[src/hw/rtl/assert_macros.svh]
// Assertion macros used by the residual filter RTL.
`ifndef ASSERT_MACROS_SVH
`define ASSERT_MACROS_SVH

// Check a property on every rising edge of clk while arst_n is released.
`define ASSERT_CLK(lbl, prop, msg) \
	lbl: assert property (@(posedge clk) disable iff (!arst_n) prop) else $error(msg);

// Check that a condition never holds on a rising edge of clk.
`define ASSERT_NEVER(lbl, cond, msg) \
	`ASSERT_CLK(lbl, !(cond), msg)

`endif

[src/hw/rtl/rdf_pkg.sv]
// Shared types and constants of the residual filter.
package rdf_pkg;

	// Default number of lag taps held in hardware.
	localparam int MAX_ORDER_DEF = 8;

	// Field and datapath widths.
	localparam int VALUE_W     = 32;
	localparam int SLOT_W      = 5;
	localparam int CFG_ORDER_W = 4;
	localparam int ACC_W       = 64;
	localparam int FRAC_W      = 16;
	localparam int QUO_W       = 33;
	localparam int SAT_SH      = QUO_W - FRAC_W;
	localparam int DIV_CNT_W   = $clog2(QUO_W + 1);

	// Configuration port.
	localparam int PADDR_W         = 2;
	localparam int PDATA_W         = 32;
	localparam int REG_MODEL_ORDER = 0;
	localparam logic [CFG_ORDER_W-1:0] ORDER_RESET = 4'd1;

	// Input queue between front and back.
	localparam int QUEUE_DEPTH = 2;
	localparam int QPTR_W      = (QUEUE_DEPTH > 1) ? $clog2(QUEUE_DEPTH) : 1;
	localparam int QCNT_W      = $clog2(QUEUE_DEPTH + 1);

	// Saturation limits of the Q16.16 result.
	localparam logic [QUO_W-1:0]   LIM_POS     = 33'h0_7FFF_FFFF;
	localparam logic [QUO_W-1:0]   LIM_NEG     = 33'h0_8000_0000;
	localparam logic [VALUE_W-1:0] RES_POS_MAX = 32'h7FFF_FFFF;
	localparam logic [VALUE_W-1:0] RES_NEG_MAX = 32'h8000_0000;

	// One classified input beat as it waits in the queue.
	typedef struct packed {
		logic                      is_sample;
		logic                      wr_mean;
		logic                      wr_const;
		logic                      wr_scale;
		logic [SLOT_W-1:0]         idx;
		logic signed [VALUE_W-1:0] value;
	} item_t;

	// Queue status seen by the top level.
	typedef struct packed {
		logic [QCNT_W-1:0] count;
	} front_stat_t;

	// Divider request and response.
	typedef struct packed {
		logic             start;
		logic [ACC_W-1:0] mag;
		logic [ACC_W-1:0] scale;
	} div_req_t;

	typedef struct packed {
		logic             busy;
		logic             done;
		logic [QUO_W-1:0] quo;
	} div_rsp_t;

	// Sequencer states of the back end.
	typedef enum logic [2:0] {
		BK_IDLE,
		BK_MAC,
		BK_DRAIN,
		BK_NUMER,
		BK_RANGE,
		BK_DIV,
		BK_FINISH,
		BK_EMIT
	} back_state_t;

endpackage

[src/hw/rtl/rdf_front.sv]
// Front end: classifies input beats and holds them in a short queue.
module rdf_front #(
	parameter int MAX_ORDER = rdf_pkg::MAX_ORDER_DEF
) (
	input  logic                              clk,
	input  logic                              arst_n,
	input  logic                              push,
	output logic                              full,
	input  logic                              kind,
	input  logic [rdf_pkg::SLOT_W-1:0]        coef_slot,
	input  logic signed [rdf_pkg::VALUE_W-1:0] value,
	output rdf_pkg::item_t                    head,
	output logic                              head_vld,
	input  logic                              head_pop,
	output rdf_pkg::front_stat_t              stat
);
	import rdf_pkg::*;

	item_t             ent_q [QUEUE_DEPTH];
	item_t             cls;
	logic [QPTR_W-1:0] wr_ptr_q;
	logic [QPTR_W-1:0] rd_ptr_q;
	logic [QCNT_W-1:0] cnt_q;
	logic              do_push;
	logic              do_pop;

	// Sort a beat into a sample or a write to one of the three coefficient banks, or to none.
	always_comb begin
		cls           = '0;
		cls.is_sample = kind;
		cls.wr_mean   = !kind && (int'(coef_slot) < MAX_ORDER);
		cls.wr_const  = !kind && (int'(coef_slot) == MAX_ORDER);
		cls.wr_scale  = !kind && (int'(coef_slot) > MAX_ORDER) &&
			(int'(coef_slot) <= 2 * MAX_ORDER);
		cls.idx       = cls.wr_scale ? (coef_slot - SLOT_W'(MAX_ORDER + 1)) : coef_slot;
		cls.value     = value;
	end

	assign full     = (cnt_q == QCNT_W'(QUEUE_DEPTH));
	assign head_vld = (cnt_q != '0);
	assign head     = ent_q[rd_ptr_q];
	assign do_push  = push && !full;
	assign do_pop   = head_pop && head_vld;
	assign stat.count = cnt_q;

	// Queue pointers and fill count.
	always_ff @(posedge clk or negedge arst_n) begin
		if (!arst_n) begin
			wr_ptr_q <= '0;
			rd_ptr_q <= '0;
			cnt_q    <= '0;
		end else begin
			if (do_push) begin
				wr_ptr_q <= (wr_ptr_q == QPTR_W'(QUEUE_DEPTH - 1)) ? '0 : wr_ptr_q + 1'b1;
			end
			if (do_pop) begin
				rd_ptr_q <= (rd_ptr_q == QPTR_W'(QUEUE_DEPTH - 1)) ? '0 : rd_ptr_q + 1'b1;
			end
			if (do_push && !do_pop) begin
				cnt_q <= cnt_q + 1'b1;
			end else if (!do_push && do_pop) begin
				cnt_q <= cnt_q - 1'b1;
			end
		end
	end

	// Queue entries.
	always_ff @(posedge clk) begin
		if (do_push) begin
			ent_q[wr_ptr_q] <= cls;
		end
	end

endmodule

[config.mk]
export PLATFORM = sky130hd
export DESIGN_NAME = rdf_front
export DESIGN_NICKNAME = d
export VERILOG_FILES = /design/src/hw/rtl/assert_macros.svh /design/src/hw/rtl/rdf_pkg.sv /design/src/hw/rtl/rdf_front.sv
export SDC_FILE = /design/constraint.sdc
export NUM_CORES = 1
export LEC_CHECK = 0
export BUFFER_PORTS_ARGS = -buffer_cell sky130_fd_sc_hd__buf_2
export CAP_MARGIN = 25
export CORE_ASPECT_RATIO = 1.75
export CORE_MARGIN = 2
export CORE_UTILIZATION = 55
export CTS_CLUSTER_SIZE = 40
export DETAILED_ROUTE_END_ITERATION = 8
export PLACE_DENSITY = 0.83
export SLEW_MARGIN = 40
export SYNTH_ARGS = -nofsm -noshare
export SYNTH_HDL_FRONTEND = slang
export SYNTH_SLANG_ARGS = --single-unit
[constraint.sdc]
create_clock -name clk -period 6.84 [get_ports clk]
set_clock_uncertainty 0.15 [all_clocks]
set_input_delay 0 -clock clk [delete_from_list [all_inputs] [get_ports clk]]
set_output_delay 0 -clock clk [all_outputs]
set_load 0.02 [all_outputs]
# [Yosys cells after proc, flatten, opt, wreduce, memory -nomap -nowiden]
# Memories as Yosys holds them, arrays and structs flattened.
# Cells that the tools add are included.
[word_totals] register_bits=4 latch_bits=0 ram_bits=82 rom_bits=0 input_bits=42 wordCells=35 mem_count=1
[mem_list] memory="ent_q" words=2 width=41 read_ports=1 rd_ports_with_merged_regs=0 write_ports=1 line_no="rdf_front.sv:19" rtl="item_t ent_q [QUEUE_DEPTH];"
[op_classes] addsub=5 multipliers=0 div_mod_pow=0 magnitude_cmp=3 eq_ne=2 n_shift=0 n_mux=7 bitwise_logic=0 reduce_logical=14
[op_table] cell="1-bit logical AND" count=8
[op_table] cell="5-bit == test (second input constant)" count=1
[op_table] cell="5-bit by 4-bit > comparator with 1-bit output (second input constant)" count=1
[op_table] cell="5-bit less-or-equal comparator (second input constant)" count=1
[op_table] cell="5-bit by 4-bit less-than comparator with 1-bit output (second input constant)" count=1
[op_table] cell="5-bit two-way mux" count=1
[op_table] cell="5-bit by 4-bit subtractor with 5-bit output (second input constant)" count=1
[op_table] cell="1-bit zero test" count=4
[op_table] cell="1-bit two-way mux" count=4
[op_table] cell="2-bit two-way mux" count=2
[op_table] cell="2-bit nonzero test" count=2
[op_table] cell="1-bit adder (second input constant)" count=2
[op_table] cell="2-bit by 1-bit adder with 2-bit output (second input constant)" count=1
[op_table] cell="2-bit == test (second input constant)" count=1
[op_table] cell="2-bit by 1-bit subtractor with 2-bit output (second input constant)" count=1

# [Logic depth before layout (Yosys ltp)]
[depth] word_depth=7 mapped_depth=7

# [Worst setup path before layout]
# No wires, ideal clock.
[synth_timing] path_type="register to register" start="register cnt_q[0], in the netlist stat[0]" end="memory ent_q[0][0] (netlist bit), enable pin" setup_time_ps=439 arrival_ps=2504 t_required_ps=6251 path_slack_ps=3747 path_stages_with_launch=4 n_path_buf=0 synth_period_minus_slack_ps=3093 path_cell_list="dfrtp_1 nand2b_1 nand2_1 nor2_1"
[synth_via] elab_chain_cells=5
[synth_lines] item="start: declaration" line_no="rdf_front.sv:23" rtl="logic [QCNT_W-1:0] cnt_q;"
[synth_lines] item="start signal: assignment" line_no="rdf_front.sv:60" rtl="cnt_q <= cnt_q + 1'b1;"
[synth_lines] item="start signal: assignment" line_no="rdf_front.sv:62" rtl="cnt_q <= cnt_q - 1'b1;"
[synth_lines] item="2-bit == test" line_no="rdf_front.sv:39" rtl="assign full = (cnt_q == QCNT_W'(QUEUE_DEPTH));"
[synth_lines] item="1-bit zero test" line_no="rdf_front.sv:42" rtl="assign do_push = push && !full;"
[synth_lines] item="1-bit logical AND" line_no="rdf_front.sv:42"
[synth_lines] item="1-bit two-way mux" line_no="rdf_front.sv:69" rtl="if (do_push) begin"
[synth_lines] item="1-bit two-way mux (implied by the code)" line_no="rdf_front.sv:70" rtl="ent_q[wr_ptr_q] <= cls;"
[synth_lines] item="end: declaration" line_no="rdf_front.sv:19"
# Every way passes these cells.

==> results.cfg <==
[global_routing]
use_met1_pct = 19.48
grtUsageTotal_pct = 19.50
use_met2_pct = 35.71
grt_use_met3_pct = 4.932
top_usage_layer = met2
grt_pass1_wl_um = 9425
grt_pass1_vias = 1996
grt_max_degree = 43
grt_overflow = 0
antenna_found_initial = 0

[worst_setup_path]
cp-end-kind = output port
crit_type = register to output port
cp_max_fo = 42
cp_data_arrival_time_ns = 1.74
crit_required_ns = 6.69
rrSetupSlack_ns = 5.08
crit_path_start_kind = register

[routing]
routed_wirelength_um = 6143
vias_per_cell = 4.906
wire_per_inst_um = 15.55
first_pass_iters = 4
drt_iter0_drc = 39
vias = 1938
drtAntennaViolNets = 0
drc = 0

[cells_and_area]
fin_nets = 357
num_antenna_cells = 0
fillers = 371
syn2layout_area_growth_pct = 36.83
multi_input_area_um2 = 750.7
register_area_um2 = 2566
most-common-layout-cells = 86 x buf_2, 82 x edfxtp_1, 43 x dlygate4sd3_1
stdcell_area_um2 = 4569
drive_above_1_share_pct = 48.58
final_common_cell = buf_2

[sta]
fmax_mhz = 529.9
rsz0062_at_grt = false
setup_tns_ns = 0
worst_pin_slew_ns = 0.5609
relSlewSlack_pct = 62.61
timing.final.ws_setup_ns = 4.953
finalSetupViolations = 0
hold_viol = 0
min_period_over_period_pct = 27.59
period_needed_ns = 1.887
drv_slew = 0

[logic_synthesis]
ys.flop_type = edfxtp_1
ys_async_sr_fraction_pct = 4.651
syn_area_um2 = 3339
synth-seq-area-share_pct = 76.73
syn_nets = 220
ys_types = 26
syn_avg_cell_area_um2 = 19.08
ys_ff_latch = 86
synth_cells = 175
yosys_warnings = 0
synth_edf_count = 82

[power]
p_leak_nw = 1.766
p_clk_share_pct = 22.3
powerDensity_nw_per_um2 = 395.5
sw_frac_of_total_pct = 32.12
combPwrFrac_pct = 33.2
intPower_mw = 1.227
peakVddDrop_v = 0.0002375
pwr-share-seq_pct = 44.5
power_switching_mw = 0.5804

[placement]
post-dp-hpwl_um = 3737
place_congestion = 0.7439
dp_slack_ns = 5.111
io_buffer_count = 86
placed_cell_area_um2 = 3902

[clocking]
ctsResizeCount = 0
cts_tree = yes
cts_max_path_buffers = 2
numCtsBuffers = 9
cts_root_buf = clkbuf_8
cts.htree.levels = 3
clk_pin_slew_worst_paths_ns = 0.08
post-cts-setup-buffers = 0
cts_sinks = 86
insertion_delay_ns = 0.34

[worst_hold_path]
min_path_type = input pin to register

[run_status]
outcome = complete, no violations

[die]
start_util_pct = 56.80
io_pins = 87
dieArea_um2 = 6735
rows = 37
chipHeight_um = 107.1
fp.coreArea_um2 = 5879
die_w_um = 62.90

[flow_run]
drv_cap = 0
==> timing repair <==
| action | CTS | global route |
|---|---|---|
| setup endpoints to repair | 0 | 0 |
| hold buffers | 43 | 0 |
| endpoints found under the hold margin | 89 | 0 |
==> power by group through the flow <==
stage          Combinational [mW]  Sequential [mW]  Clock, mW
5_1_grt                     0.634            0.821      0.430
3_3_place_gp                0.558            0.810          0
2_1_floorplan               0.428            0.769          0
4_1_cts                     0.604            0.805      0.418
6_report                    0.599            0.805      0.403
3_5_place_dp                0.583            0.817          0
==> sequential cells by signal, summed over array words and instances (netlist names) <==
| register | count |
|---|---|
| rd_ptr_q | 1 |
| ent_q | 82 |
| stat | 2 |
| wr_ptr_q | 1 |
==> critical path, cell delays in order (launching register included) <==
cell,delay [ns]
dfrtp_4,0.79
mux2_2,0.41
buf_2,0.16
==> per-layer routing <==
metal  share of wire (%)  up-vias
met1                  37      933
met4                 1.9        0
met3                 3.9        9
met5                   0        -
li1                    -      942
met2                  57       54
==> stage by stage <==
stage                     utilization (%)  total power, mW  std cells  hold WS [ns]
final                               77.72            1.807        395        0.2226
after global routing                77.72            1.884        395        0.2191
after CTS                           77.72            1.828        395        0.2007
after detailed placement            66.38            1.400        336       -0.3408
after global placement              65.55            1.368        334       -0.3382
after floorplan                         -            1.197        175       -0.4456
==> kinds of logic (layout without fill, tap and decap cells) <==
kind of cell | count (synthesis) | in the layout | share of synthesized area, %
xor+xnor | 7 | 7 | 1.836
compound gates | 4 | 4 | 0.5992
flops | 86 | 86 | 76.73
mux | 43 | 43 | 14.54
fa+ha+maj | 3 | 3 | 1.124
buf+inv | 9 | 151 | 1.161
simple gates | 23 | 23 | 4.009
==> final cells by class <==
cell class,instances,share of cell area [%]
Clock buffer,9,2.711
Clock inverter,7,2.464
Inverter,4,0.3286
Multi-Input combinational cell,80,16.43
Sequential cell,86,56.16
Tap cell,78,2.136
Timing Repair Buffer,131,19.77
==> worst paths after layout <==
path | startpoint | cells past startpoint | end
max | rd_ptr_q | 2 | head[37]
min | value[1] | 2 | ent_q[1][1]
max reg2reg | stat[0] | 7 | stat[1]
min reg2reg | stat[1] | 1 | stat[1]
max in group asynchronous | arst_n | 3 | rd_ptr_q
min in group asynchronous | arst_n | 3 | rd_ptr_q
==> synthesized netlist by cell type, types with 2 or more instances <==
library cell  count  area share [%]
edfxtp_1         82              74
mux2_2           41              14
nand2_1           5            0.56
buf_2             4            0.60
dfrtp_1           4             3.0
inv_1             4            0.45
nor2_1            4            0.45
xnor2_1           4             1.0
ha_1              3             1.1
nand2b_1          3            0.56
nor3_1            3            0.45
xor2_1            3            0.79
o21ai_0           2            0.30
Power figures use the tool's default switching activity.
