===== src/hw/rtl/assert_macros.svh =====
// Assertion macros used by the residual filter RTL.
`ifndef ASSERT_MACROS_SVH
`define ASSERT_MACROS_SVH

// Check a property on every rising edge of clk while arst_n is released.
`define ASSERT_CLK(lbl, prop, msg) \
	lbl: assert property (@(posedge clk) disable iff (!arst_n) prop) else $error(msg);

// Check that a condition never holds on a rising edge of clk.
`define ASSERT_NEVER(lbl, cond, msg) \
	`ASSERT_CLK(lbl, !(cond), msg)

`endif


===== src/hw/rtl/rdf_pkg.sv =====
// Shared types and constants of the residual filter.
package rdf_pkg;

	// Default number of lag taps held in hardware.
	localparam int MAX_ORDER_DEF = 8;

	// Field and datapath widths.
	localparam int VALUE_W     = 32;
	localparam int SLOT_W      = 5;
	localparam int CFG_ORDER_W = 4;
	localparam int ACC_W       = 64;
	localparam int FRAC_W      = 16;
	localparam int QUO_W       = 33;
	localparam int SAT_SH      = QUO_W - FRAC_W;
	localparam int DIV_CNT_W   = $clog2(QUO_W + 1);

	// Configuration port.
	localparam int PADDR_W         = 2;
	localparam int PDATA_W         = 32;
	localparam int REG_MODEL_ORDER = 0;
	localparam logic [CFG_ORDER_W-1:0] ORDER_RESET = 4'd1;

	// Input queue between front and back.
	localparam int QUEUE_DEPTH = 2;
	localparam int QPTR_W      = (QUEUE_DEPTH > 1) ? $clog2(QUEUE_DEPTH) : 1;
	localparam int QCNT_W      = $clog2(QUEUE_DEPTH + 1);

	// Saturation limits of the Q16.16 result.
	localparam logic [QUO_W-1:0]   LIM_POS     = 33'h0_7FFF_FFFF;
	localparam logic [QUO_W-1:0]   LIM_NEG     = 33'h0_8000_0000;
	localparam logic [VALUE_W-1:0] RES_POS_MAX = 32'h7FFF_FFFF;
	localparam logic [VALUE_W-1:0] RES_NEG_MAX = 32'h8000_0000;

	// One classified input beat as it waits in the queue.
	typedef struct packed {
		logic                      is_sample;
		logic                      wr_mean;
		logic                      wr_const;
		logic                      wr_scale;
		logic [SLOT_W-1:0]         idx;
		logic signed [VALUE_W-1:0] value;
	} item_t;

	// Queue status seen by the top level.
	typedef struct packed {
		logic [QCNT_W-1:0] count;
	} front_stat_t;

	// Divider request and response.
	typedef struct packed {
		logic             start;
		logic [ACC_W-1:0] mag;
		logic [ACC_W-1:0] scale;
	} div_req_t;

	typedef struct packed {
		logic             busy;
		logic             done;
		logic [QUO_W-1:0] quo;
	} div_rsp_t;

	// Sequencer states of the back end.
	typedef enum logic [2:0] {
		BK_IDLE,
		BK_MAC,
		BK_DRAIN,
		BK_NUMER,
		BK_RANGE,
		BK_DIV,
		BK_FINISH,
		BK_EMIT
	} back_state_t;

endpackage


===== src/hw/rtl/rdf_div.sv =====
// Restoring divider that gives the Q16.16 quotient one bit per cycle.
module rdf_div (
	input  logic              clk,
	input  logic              arst_n,
	input  rdf_pkg::div_req_t req,
	output rdf_pkg::div_rsp_t rsp
);
	import rdf_pkg::*;

	logic [ACC_W-1:0]     rem_q;
	logic [ACC_W-1:0]     dsor_q;
	logic [QUO_W-1:0]     dd_q;
	logic [QUO_W-1:0]     quo_q;
	logic [DIV_CNT_W-1:0] cnt_q;
	logic                 busy_q;
	logic                 done_q;
	logic [ACC_W-1:0]     trial;
	logic                 fits;

	// Shift the next dividend bit in and try to subtract the divisor.
	assign trial = {rem_q[ACC_W-2:0], dd_q[QUO_W-1]};
	assign fits  = (trial >= dsor_q);

	assign rsp.busy = busy_q;
	assign rsp.done = done_q;
	assign rsp.quo  = quo_q;

	// Control of the iteration.
	always_ff @(posedge clk or negedge arst_n) begin
		if (!arst_n) begin
			busy_q <= 1'b0;
			done_q <= 1'b0;
			cnt_q  <= '0;
		end else begin
			done_q <= 1'b0;
			if (req.start && !busy_q) begin
				busy_q <= 1'b1;
				cnt_q  <= DIV_CNT_W'(QUO_W);
			end else if (busy_q) begin
				cnt_q <= cnt_q - 1'b1;
				if (cnt_q == DIV_CNT_W'(1)) begin
					busy_q <= 1'b0;
					done_q <= 1'b1;
				end
			end
		end
	end

	// Remainder, dividend bits and quotient.
	always_ff @(posedge clk) begin
		if (req.start && !busy_q) begin
			// The dividend is mag * 2^16; its bits above the quotient width seed the remainder.
			rem_q  <= req.mag >> SAT_SH;
			dd_q   <= {req.mag[SAT_SH-1:0], FRAC_W'(0)};
			dsor_q <= req.scale;
			quo_q  <= '0;
		end else if (busy_q) begin
			rem_q <= fits ? (trial - dsor_q) : trial;
			dd_q  <= {dd_q[QUO_W-2:0], 1'b0};
			quo_q <= {quo_q[QUO_W-2:0], fits};
		end
	end

endmodule


===== config.mk =====
export PLATFORM = sky130hd
export DESIGN_NAME = rdf_div
export DESIGN_NICKNAME = d
export VERILOG_FILES = /design/src/hw/rtl/assert_macros.svh /design/src/hw/rtl/rdf_pkg.sv /design/src/hw/rtl/rdf_div.sv
export SDC_FILE = /design/constraint.sdc
export NUM_CORES = 1
export LEC_CHECK = 0
export ABC_AREA = 1
export BUFFER_PORTS_ARGS = -buffer_cell sky130_fd_sc_hd__buf_2
export CORE_ASPECT_RATIO = 0.5
export CORE_MARGIN = 4
export CORE_UTILIZATION = 60
export DETAILED_ROUTE_END_ITERATION = 8
export PLACE_DENSITY = 0.82
export SYNTH_ARGS = -nofsm -noshare
export SYNTH_HDL_FRONTEND = slang
export SYNTH_SLANG_ARGS = --single-unit

===== constraint.sdc =====
create_clock -name clk -period 8.5 [get_ports clk]
set_input_delay 0.85 -clock clk [delete_from_list [all_inputs] [get_ports clk]]
set_output_delay 0.85 -clock clk [all_outputs]
set_load 0.02 [all_outputs]

# ---- Word level (Yosys, flattened, before mapping)
# Index checks and enable logic that the tools add are counted.
dict set report totals {
  output_inout_bits 35
  input_bits 131
  register_bits 185
}
dict set report classes {
  n_lt_le_gt_ge 1
  n_eq_ne 1
  n_addsub 2
  muxes 13
  n_reduce_logical 3
}
# operator n
set ops {}
lappend ops {{47-bit 2-to-1 mux} 2}
lappend ops {{33-bit 2-to-1 mux} 2}
lappend ops {{64-bit greater-or-equal comparator} 1}
lappend ops {{63-bit 2-to-1 mux} 1}
lappend ops {{63-bit subtractor} 1}
lappend ops {{6-bit 2-to-1 mux} 2}
lappend ops {{6-bit by 1-bit == test with 1-bit output (second input constant)} 1}
lappend ops {{1-bit 2-to-1 mux} 6}
lappend ops {{6-bit by 1-bit subtractor with 6-bit output (second input constant)} 1}
lappend ops {{2-bit nonzero test} 1}
lappend ops {{1-bit logical AND} 1}
lappend ops {{1-bit zero test} 1}

# ---- Logic depth before layout (Yosys ltp)
# Gate-level depths: netlist of run 1.
dict set report depth {
  depth_word 4
  ltp_mapped 19
  depth_no_buf 18
}

# ---- Worst setup path after synthesis of run 1
# No wires, ideal clock.
dict set report synth_path {
  kind {input to register}
  from {in req[128] (netlist bit)}
  to {reg dd_q[16] (enable)}
  cell_stages 3
  path_slack_ns 5.014
  t_arrival_ns 3.033
  path_buffers 1
  setup_time_ns 0.453
  path_cell_list {nor2_1 clkinv_1 clkbuf_1}
}
dict set report synth_via {
  elab_chain_cells 2
}
# item line_no
set synth_rtl {}
lappend synth_rtl {{start: declaration} rdf_div.sv:5} ;# input rdf_pkg::div_req_t req,
lappend synth_rtl {{1-bit logical AND} rdf_div.sv:51} ;# if (req.start && !busy_q) begin
lappend synth_rtl {{2-bit nonzero test (no source line)} --}
lappend synth_rtl {{end signal: assignment} rdf_div.sv:54} ;# dd_q <= {req.mag[SAT_SH-1:0], FRAC_W'(0)};
lappend synth_rtl {{end signal: assignment} rdf_div.sv:59} ;# dd_q <= {dd_q[QUO_W-2:0], 1'b0};
lappend synth_rtl {{end: declaration} rdf_div.sv:12} ;# logic [QUO_W-1:0] dd_q;
# No other way between the ends.
# A chain may end at the register's enable or synchronous reset.

# ---- Final worst setup path of run 1
dict set report layout_path {
  from {reg rem_q[21]}
  to {reg rem_q[34], data pin}
}
dict set report layout_via {
  elab_chain_cells 4
  elab_cells_between_ends 5
}
# item line_no
set layout_rtl {}
lappend layout_rtl {{start: declaration} rdf_div.sv:10} ;# logic [ACC_W-1:0] rem_q;
lappend layout_rtl {{start signal: assignment} rdf_div.sv:53} ;# rem_q <= req.mag >> SAT_SH;
lappend layout_rtl {{start signal: assignment} rdf_div.sv:58} ;# rem_q <= fits ? (trial - dsor_q) : trial;
lappend layout_rtl {{63-bit subtractor / 64-bit greater-or-equal comparator (equally long branches)} {rdf_div.sv:58, rdf_div.sv:22}}
lappend layout_rtl {{63-bit 2-to-1 mux (*)} rdf_div.sv:58}
lappend layout_rtl {{47-bit 2-to-1 mux (*)} rdf_div.sv:57} ;# end else if (busy_q) begin
lappend layout_rtl {{47-bit 2-to-1 mux (*)} rdf_div.sv:51}
# Mark *: on every way between the ends. The rest lies on a longest branch, timed or not. The select of a mux whose other input is x is not followed.

==> run metrics, run 1 <==
fin cells 2,552; Seq cells post-synth 185; post-synth top area share 0.2746; CTS tree yes; CP max FO 64; FMAX 0.2588 GHz; total die area 0.02598 mm2; Max Cap Viol 0; Hold Vio Cnt, Final 0; CP top delay family simple AND/OR/NAND/NOR gates; Worst IR Drop VDD 0.2892 mV; post-synth top area cell edfxtp_1; # clock sinks 185; DRC 0; crit path DAT 4100 ps; Port Buf Inserts 165; Post-CTS Setup Bufs 0; DRT iter0 DRCs 1,720; cells after synthesis 2,083; Pwr Total 6336 uW; Top-Level Pins 166; Final #Nets 2,429; Post-synth EDFFs 128; largest net degree at the start of global routing 80; Synth Net Count 2,281; CP Launch Type register; Vias/cell 5.410; die width 224 um; initial antenna violation count 0; vias post-DR 13.81k; total gr overflow 0; clock latency at the later pin of the worst-skew pair 480 ps; Clock Root Buffer clkbuf_16; share of layout cells above drive strength 1 0.1337; RD Place Congestion 1.105; hold_buf cts 0; status finished clean; critical-path cell list ha_1, nand2_2, nor2_2, nand2_2, nor2_4, nand4_1, nand3_2, nand2_4, nand2_8, nand2_1, nand3_1, nand2_1; Worst-Margin Slew 1093 ps; Clock Tree Buf Depth 2; Final Core Density 0.6820; Layout area overhead 11.51%; vias in the first global route 12.24k; Req. time, crit path 8730 ps; CP Class register to register; fill cell count 1,970; placed cells 2,519; H-tree depth 4; Leak 0.008665 uW; Synth area leaders edfxtp_1, nand2_1, inv_1; hold crit path type input pin to asynchronous set/reset pin; Ys Warns 0; total negative slack 0 ps; synthesized area per cell 6.720 um2; setup violators final 0; ys async rst share 0.04324; Slowest cell on crit path nand2_8; PostCTS Resize Cnt 0; drt pass-1 iters 7; predominant post-synthesis flop cell edfxtp_1; hpwl dp 35,590 um; Final WS setup 4636 ps; Starting Density 0.6116; detailed-route wire length per cell 17.97 um; CP Launch Point rem_q[21]; post-route clock skew 12.69 ps; final wirelength 45,850 um; DP Worst Slack 4863 ps; cts bufs inserted 17; GRT Total Usage 0.3501; first-pass GRT wire length 68,870 um; Worst setup EP type register; Max-slew headroom 0.2715; Tcrit/Tclk final 0.4546; post-layout minimum cycle time 3864 ps; Worst-path clk slew 80 ps; crit path buf inv count 0; most frequent cells in the layout nand2_1, inv_1, buf_2, edfxtp_1, nand3_1; Post-DRT Antenna Nets 0; origin of the critical flop-to-flop path rem_q[21]; FP Rows 39; max incr delay on CP 630 ps; unrepaired setup endpoints after global routing no; PwrDens 405.9 mW/mm2; Slew Limit Fails 0; commonest non-fill, non-tap cell in the layout nand2_1; Unique masters post-synth 45; Seq/Total Area, Yosys 0.3590; mapped cell area 0.01400 mm2; core area 0.02289 mm2; Die Y 116 um
[flip-flops by register name, summed over array words and instances, names as in the netlist]
signal	count
quo_q	33
busy_q	1
cnt_q	6
dsor_q	64
done_q	1
rem_q	63
dd_q	17
[per-layer routing]
| metal | GRT usage | vias to the layer above | routed length [um] |
|---|---|---|---|
| met5 | 0.05018 | - | 186 |
| met2 | 0.4683 | 776 | 17430 |
| met1 | 0.5380 | 6272 | 21350 |
| met4 | 0.08576 | 4 | 866 |
| met3 | 0.1101 | 73 | 6020 |
| li1 | - | 6681 | - |
[cell type report]
cell class                      count  area [um2]  share of cell area
Multi-Input combinational cell   1416        7046              0.4514
Sequential cell                   185        5025              0.3219
Inverter                          440        1653              0.1059
Timing Repair Buffer              171       870.8             0.05579
Clock buffer                       17       425.4             0.02725
Tap cell                          307       384.1             0.02461
Clock inverter                     15       202.7             0.01299
Antenna cell                        1       2.502           0.0001603
[power breakdown]
part / internal [uW] / switching [uW] / leakage (uW) / total [uW]
Combinational: 1250 / 2650 / 0.00660 / 3900
Clock: 411 / 454 / 0.000305 / 866
Sequential: 1390 / 181 / 0.00176 / 1570
[cell families (layout without fill, tap and decap cells)]
logic type,after synthesis,count (layout),synth area share
other,0,1,0
XOR/XNOR,30,30,0.01877
AO/OA/AOI/OAI,91,91,0.03871
flip-flops,185,185,0.3590
buffers and inverters,482,643,0.1382
adder cells (fa/ha/maj),67,67,0.06043
AND/OR/NAND/NOR,1228,1228,0.3849
[cell usage after synthesis, types with 8 or more instances]
library cell  number
buf_2             10
nand2_2           19
nor2_4             8
nand3_1          117
nand3b_1          25
nor2_1           102
o22ai_1           32
o21ai_0           11
ha_1              66
nand2_1          875
inv_1            422
inv_2             14
a21oi_1           38
edfxtp_1         128
clkbuf_1          13
nand4_1           20
nor3_1             9
nand3b_2          28
dfrtp_1            8
dfxtp_1           49
xnor2_1           28
[through the flow]
| stage | instance area (um2) | hold slack [ps] |
|---|---|---|
| after floorplan | 14000 | 432.3 |
| after global placement | 14980 | 437.9 |
| after detailed placement | 14980 | 447.0 |
| after CTS | 15610 | 195.8 |
| after global routing | 15610 | 191.5 |
| final | 15610 | 196.4 |
[worst paths after layout]
| kind | slack, ps | to | depth (start not counted) |
|---|---|---|---|
| setup / recovery | 4640 | rem_q[34] | 12 |
| hold / removal | 200 | cnt_q[2] | 1 |
| setup reg to reg | 4640 | rem_q[34] | 12 |
| hold reg to reg | 470 | quo_q[32] | 2 |
| max in group asynchronous | 8140 | busy_q | 1 |
| min in group clk | 470 | quo_q[32] | 2 |
No activity file was read; power rests on OpenSTA's default activity.
==> inputs of run 2 (changes only) <==
--- a/config.mk
+++ b/config.mk
@@ -9,9 +9,9 @@
 export BUFFER_PORTS_ARGS = -buffer_cell sky130_fd_sc_hd__buf_2
 export CORE_ASPECT_RATIO = 0.5
 export CORE_MARGIN = 4
-export CORE_UTILIZATION = 60
+export CORE_UTILIZATION = 54
 export DETAILED_ROUTE_END_ITERATION = 8
-export PLACE_DENSITY = 0.82
+export PLACE_DENSITY = 0.78
 export SYNTH_ARGS = -nofsm -noshare
 export SYNTH_HDL_FRONTEND = slang
 export SYNTH_SLANG_ARGS = --single-unit
==> constraint.sdc (replaced) <==
create_clock -name clk -period 3.17 [get_ports clk]
set_input_delay 0.317 -clock clk [delete_from_list [all_inputs] [get_ports clk]]
set_output_delay 0.317 -clock clk [all_outputs]
set_load 0.02 [all_outputs]
==> run metrics, run 2 (synthesis gave the netlist of run 1 again) <==
Final WS setup 287.1 ps (was 4636 ps); Pwr Total 17,130 uW (was 6336 uW); Leak 0.008906 uW (was 0.008665 uW); switch share 0.5113 (was 0.5187); setup violators final 0 (unchanged); fin cells 2,634 (was 2,552); first-pass GRT wire length 70,820 um (was 68,870 um); CP max FO 4 (was 64); Slew Limit Fails 0 (unchanged); Clock Tree Buf Depth 2 (unchanged); Clock Root Buffer clkbuf_16 (unchanged); CP Launch Type register (unchanged); Post-DRT Antenna Nets 0 (unchanged); final wirelength 45,560 um (was 45,850 um); status finished clean (unchanged); Starting Density 0.5523 (was 0.6116); initial antenna violation count 1 (was 0); P_int 8370 uW (was 3050 uW); core area 0.02534 mm2 (was 0.02289 mm2); vias in the first global route 12.72k (was 12.24k); Final Core Density 0.6389 (was 0.6820); sequential share of power 0.245 (was 0.248); total die area 0.02872 mm2 (was 0.02598 mm2); crit path DAT 3120 ps (was 4100 ps); Worst IR Drop VDD 0.5449 mV (was 0.2892 mV); NetSw 8759 uW (was 3287 uW); Layout area overhead 15.68% (was 11.51%); Req. time, crit path 3410 ps (was 8730 ps); vias post-DR 13.66k (was 13.81k); RD Place Congestion 1.091 (was 1.105); commonest non-fill, non-tap cell in the layout nand2_1 (unchanged); FMAX 0.3469 GHz (was 0.2588 GHz); H-tree depth 4 (unchanged); Worst-path clk slew 80 ps (about the same); most frequent cells in the layout nand2_1, inv_1, buf_2, edfxtp_1, nand3_1 (unchanged); PwrDens 1058 mW/mm2 (was 405.9 mW/mm2); Die Y 121.8 um (was 116 um); Worst setup EP type register (unchanged); Post-CTS Setup Bufs 0 (unchanged); DP Worst Slack 382.2 ps (was 4863 ps); largest net degree at the start of global routing 129 (was 80); largest registers dsor_q x64, rem_q x63, quo_q x33 (unchanged); die width 235.7 um (was 224 um); Most flops, register dsor_q (unchanged); # clock sinks 185 (unchanged); Worst-Margin Slew 637.9 ps (was 1093 ps); Combinational Power Share 0.615 (about the same); GRT Total Usage 0.3207 (was 0.3501); total negative slack 0 ps (unchanged); Hold Vio Cnt, Final 0 (unchanged); max FFs per register 64 (unchanged); drt pass-1 iters 6 (was 7); fill cell count 2,352 (was 1,970); hold_buf cts 32 (was 0); Final #Nets 2,475 (was 2,429); placed cells 2,567 (was 2,519); unrepaired setup endpoints after global routing no (unchanged); Vias/cell 5.185 (was 5.410); post-route clock skew 14.32 ps (was 12.69 ps); hold crit path type input pin to register (was input pin to asynchronous set/reset pin); CP Class register to register (unchanged); total gr overflow 0 (unchanged); Tcrit/Tclk final 0.9094 (was 0.4546); DRT iter0 DRCs 1,448 (was 1,720); CTS tree yes (unchanged); Max-slew headroom 0.5747 (was 0.2715); share of layout cells above drive strength 1 0.1358 (was 0.1337); Port Buf Inserts 165 (unchanged); PostCTS Resize Cnt 0 (unchanged); clock latency at the later pin of the worst-skew pair 480 ps (about the same); Top-Level Pins 166 (unchanged); ANT cells 0 (was 1); DRC 0 (unchanged); post-layout minimum cycle time 2883 ps (was 3864 ps); cts bufs inserted 17 (unchanged); Max Cap Viol 0 (unchanged); detailed-route wire length per cell 17.30 um (was 17.97 um); Clock Power Share 0.140 (was 0.137); FP Rows 41 (was 39); hpwl dp 35,700 um (was 35,590 um)
[run 2: cell type report]
type,instances,area (um2),share of cell area
timing repair buffer,217,1379,0.08516
sequential,185,5025,0.3103
multi-input combinational,1416,7046,0.4351
inverter,440,1653,0.1021
tap,344,430.4,0.02658
clock buffer,17,425.4,0.02627
clock inverter,15,234.0,0.01445
[run 2: per-layer routing]
layer / vias up / track usage / share of wire
met2: 552 / 0.4557 / 0.40
met5: - / 0 / 0.00029
met3: 40 / 0.1077 / 0.12
li1: 6770 / - / -
met1: 6292 / 0.4809 / 0.47
met4: 2 / 0.05313 / 0.0099
[run 2: worst max-delay path, stage by stage (launching register included)]
cell	delay [ps]
edfxtp_1	410
ha_1	400
nand2_1	140
nor2_1	310
nand2_1	200
nor2_1	130
nand2_1	80
nand3_1	330
nand2_1	250
nand2_1	120
nand2_1	50
nand2_1	50
nand2_1	40
nand3_1	70
nand2_1	50
[run 2: final timing paths]
kind	start	endpoint	slack, ps	cells past startpoint
max	rem_q[8]	rem_q[39]	290	14
min	req[7]	dsor_q[7]	20	1
max reg2reg	rem_q[8]	rem_q[39]	290	14
min reg2reg	rem_q[62]	rem_q[62]	470	2
max in group asynchronous	arst_n	cnt_q[5]	2780	2
min in group asynchronous	arst_n	busy_q	220	2
[run 2: stage by stage]
step | instance area, um2 | hold slack (ps)
after floorplan | 14000 | 21.41
after global placement | 15180 | 166.2
after detailed placement | 15180 | 165.2
after CTS | 16160 | 0.1098
after global routing | 16190 | 0.6381
final | 16190 | 18.09
[run 2: power groups by stage]
stage | Clock, uW | Sequential [uW] | Combinational, uW
after detailed placement | 0 | 4220 | 10100
after global placement | 0 | 4200 | 9940
after floorplan | 0 | 4340 | 7210
final | 2400 | 4200 | 10500
after CTS | 2420 | 4180 | 10200
after global routing | 2540 | 4280 | 11700
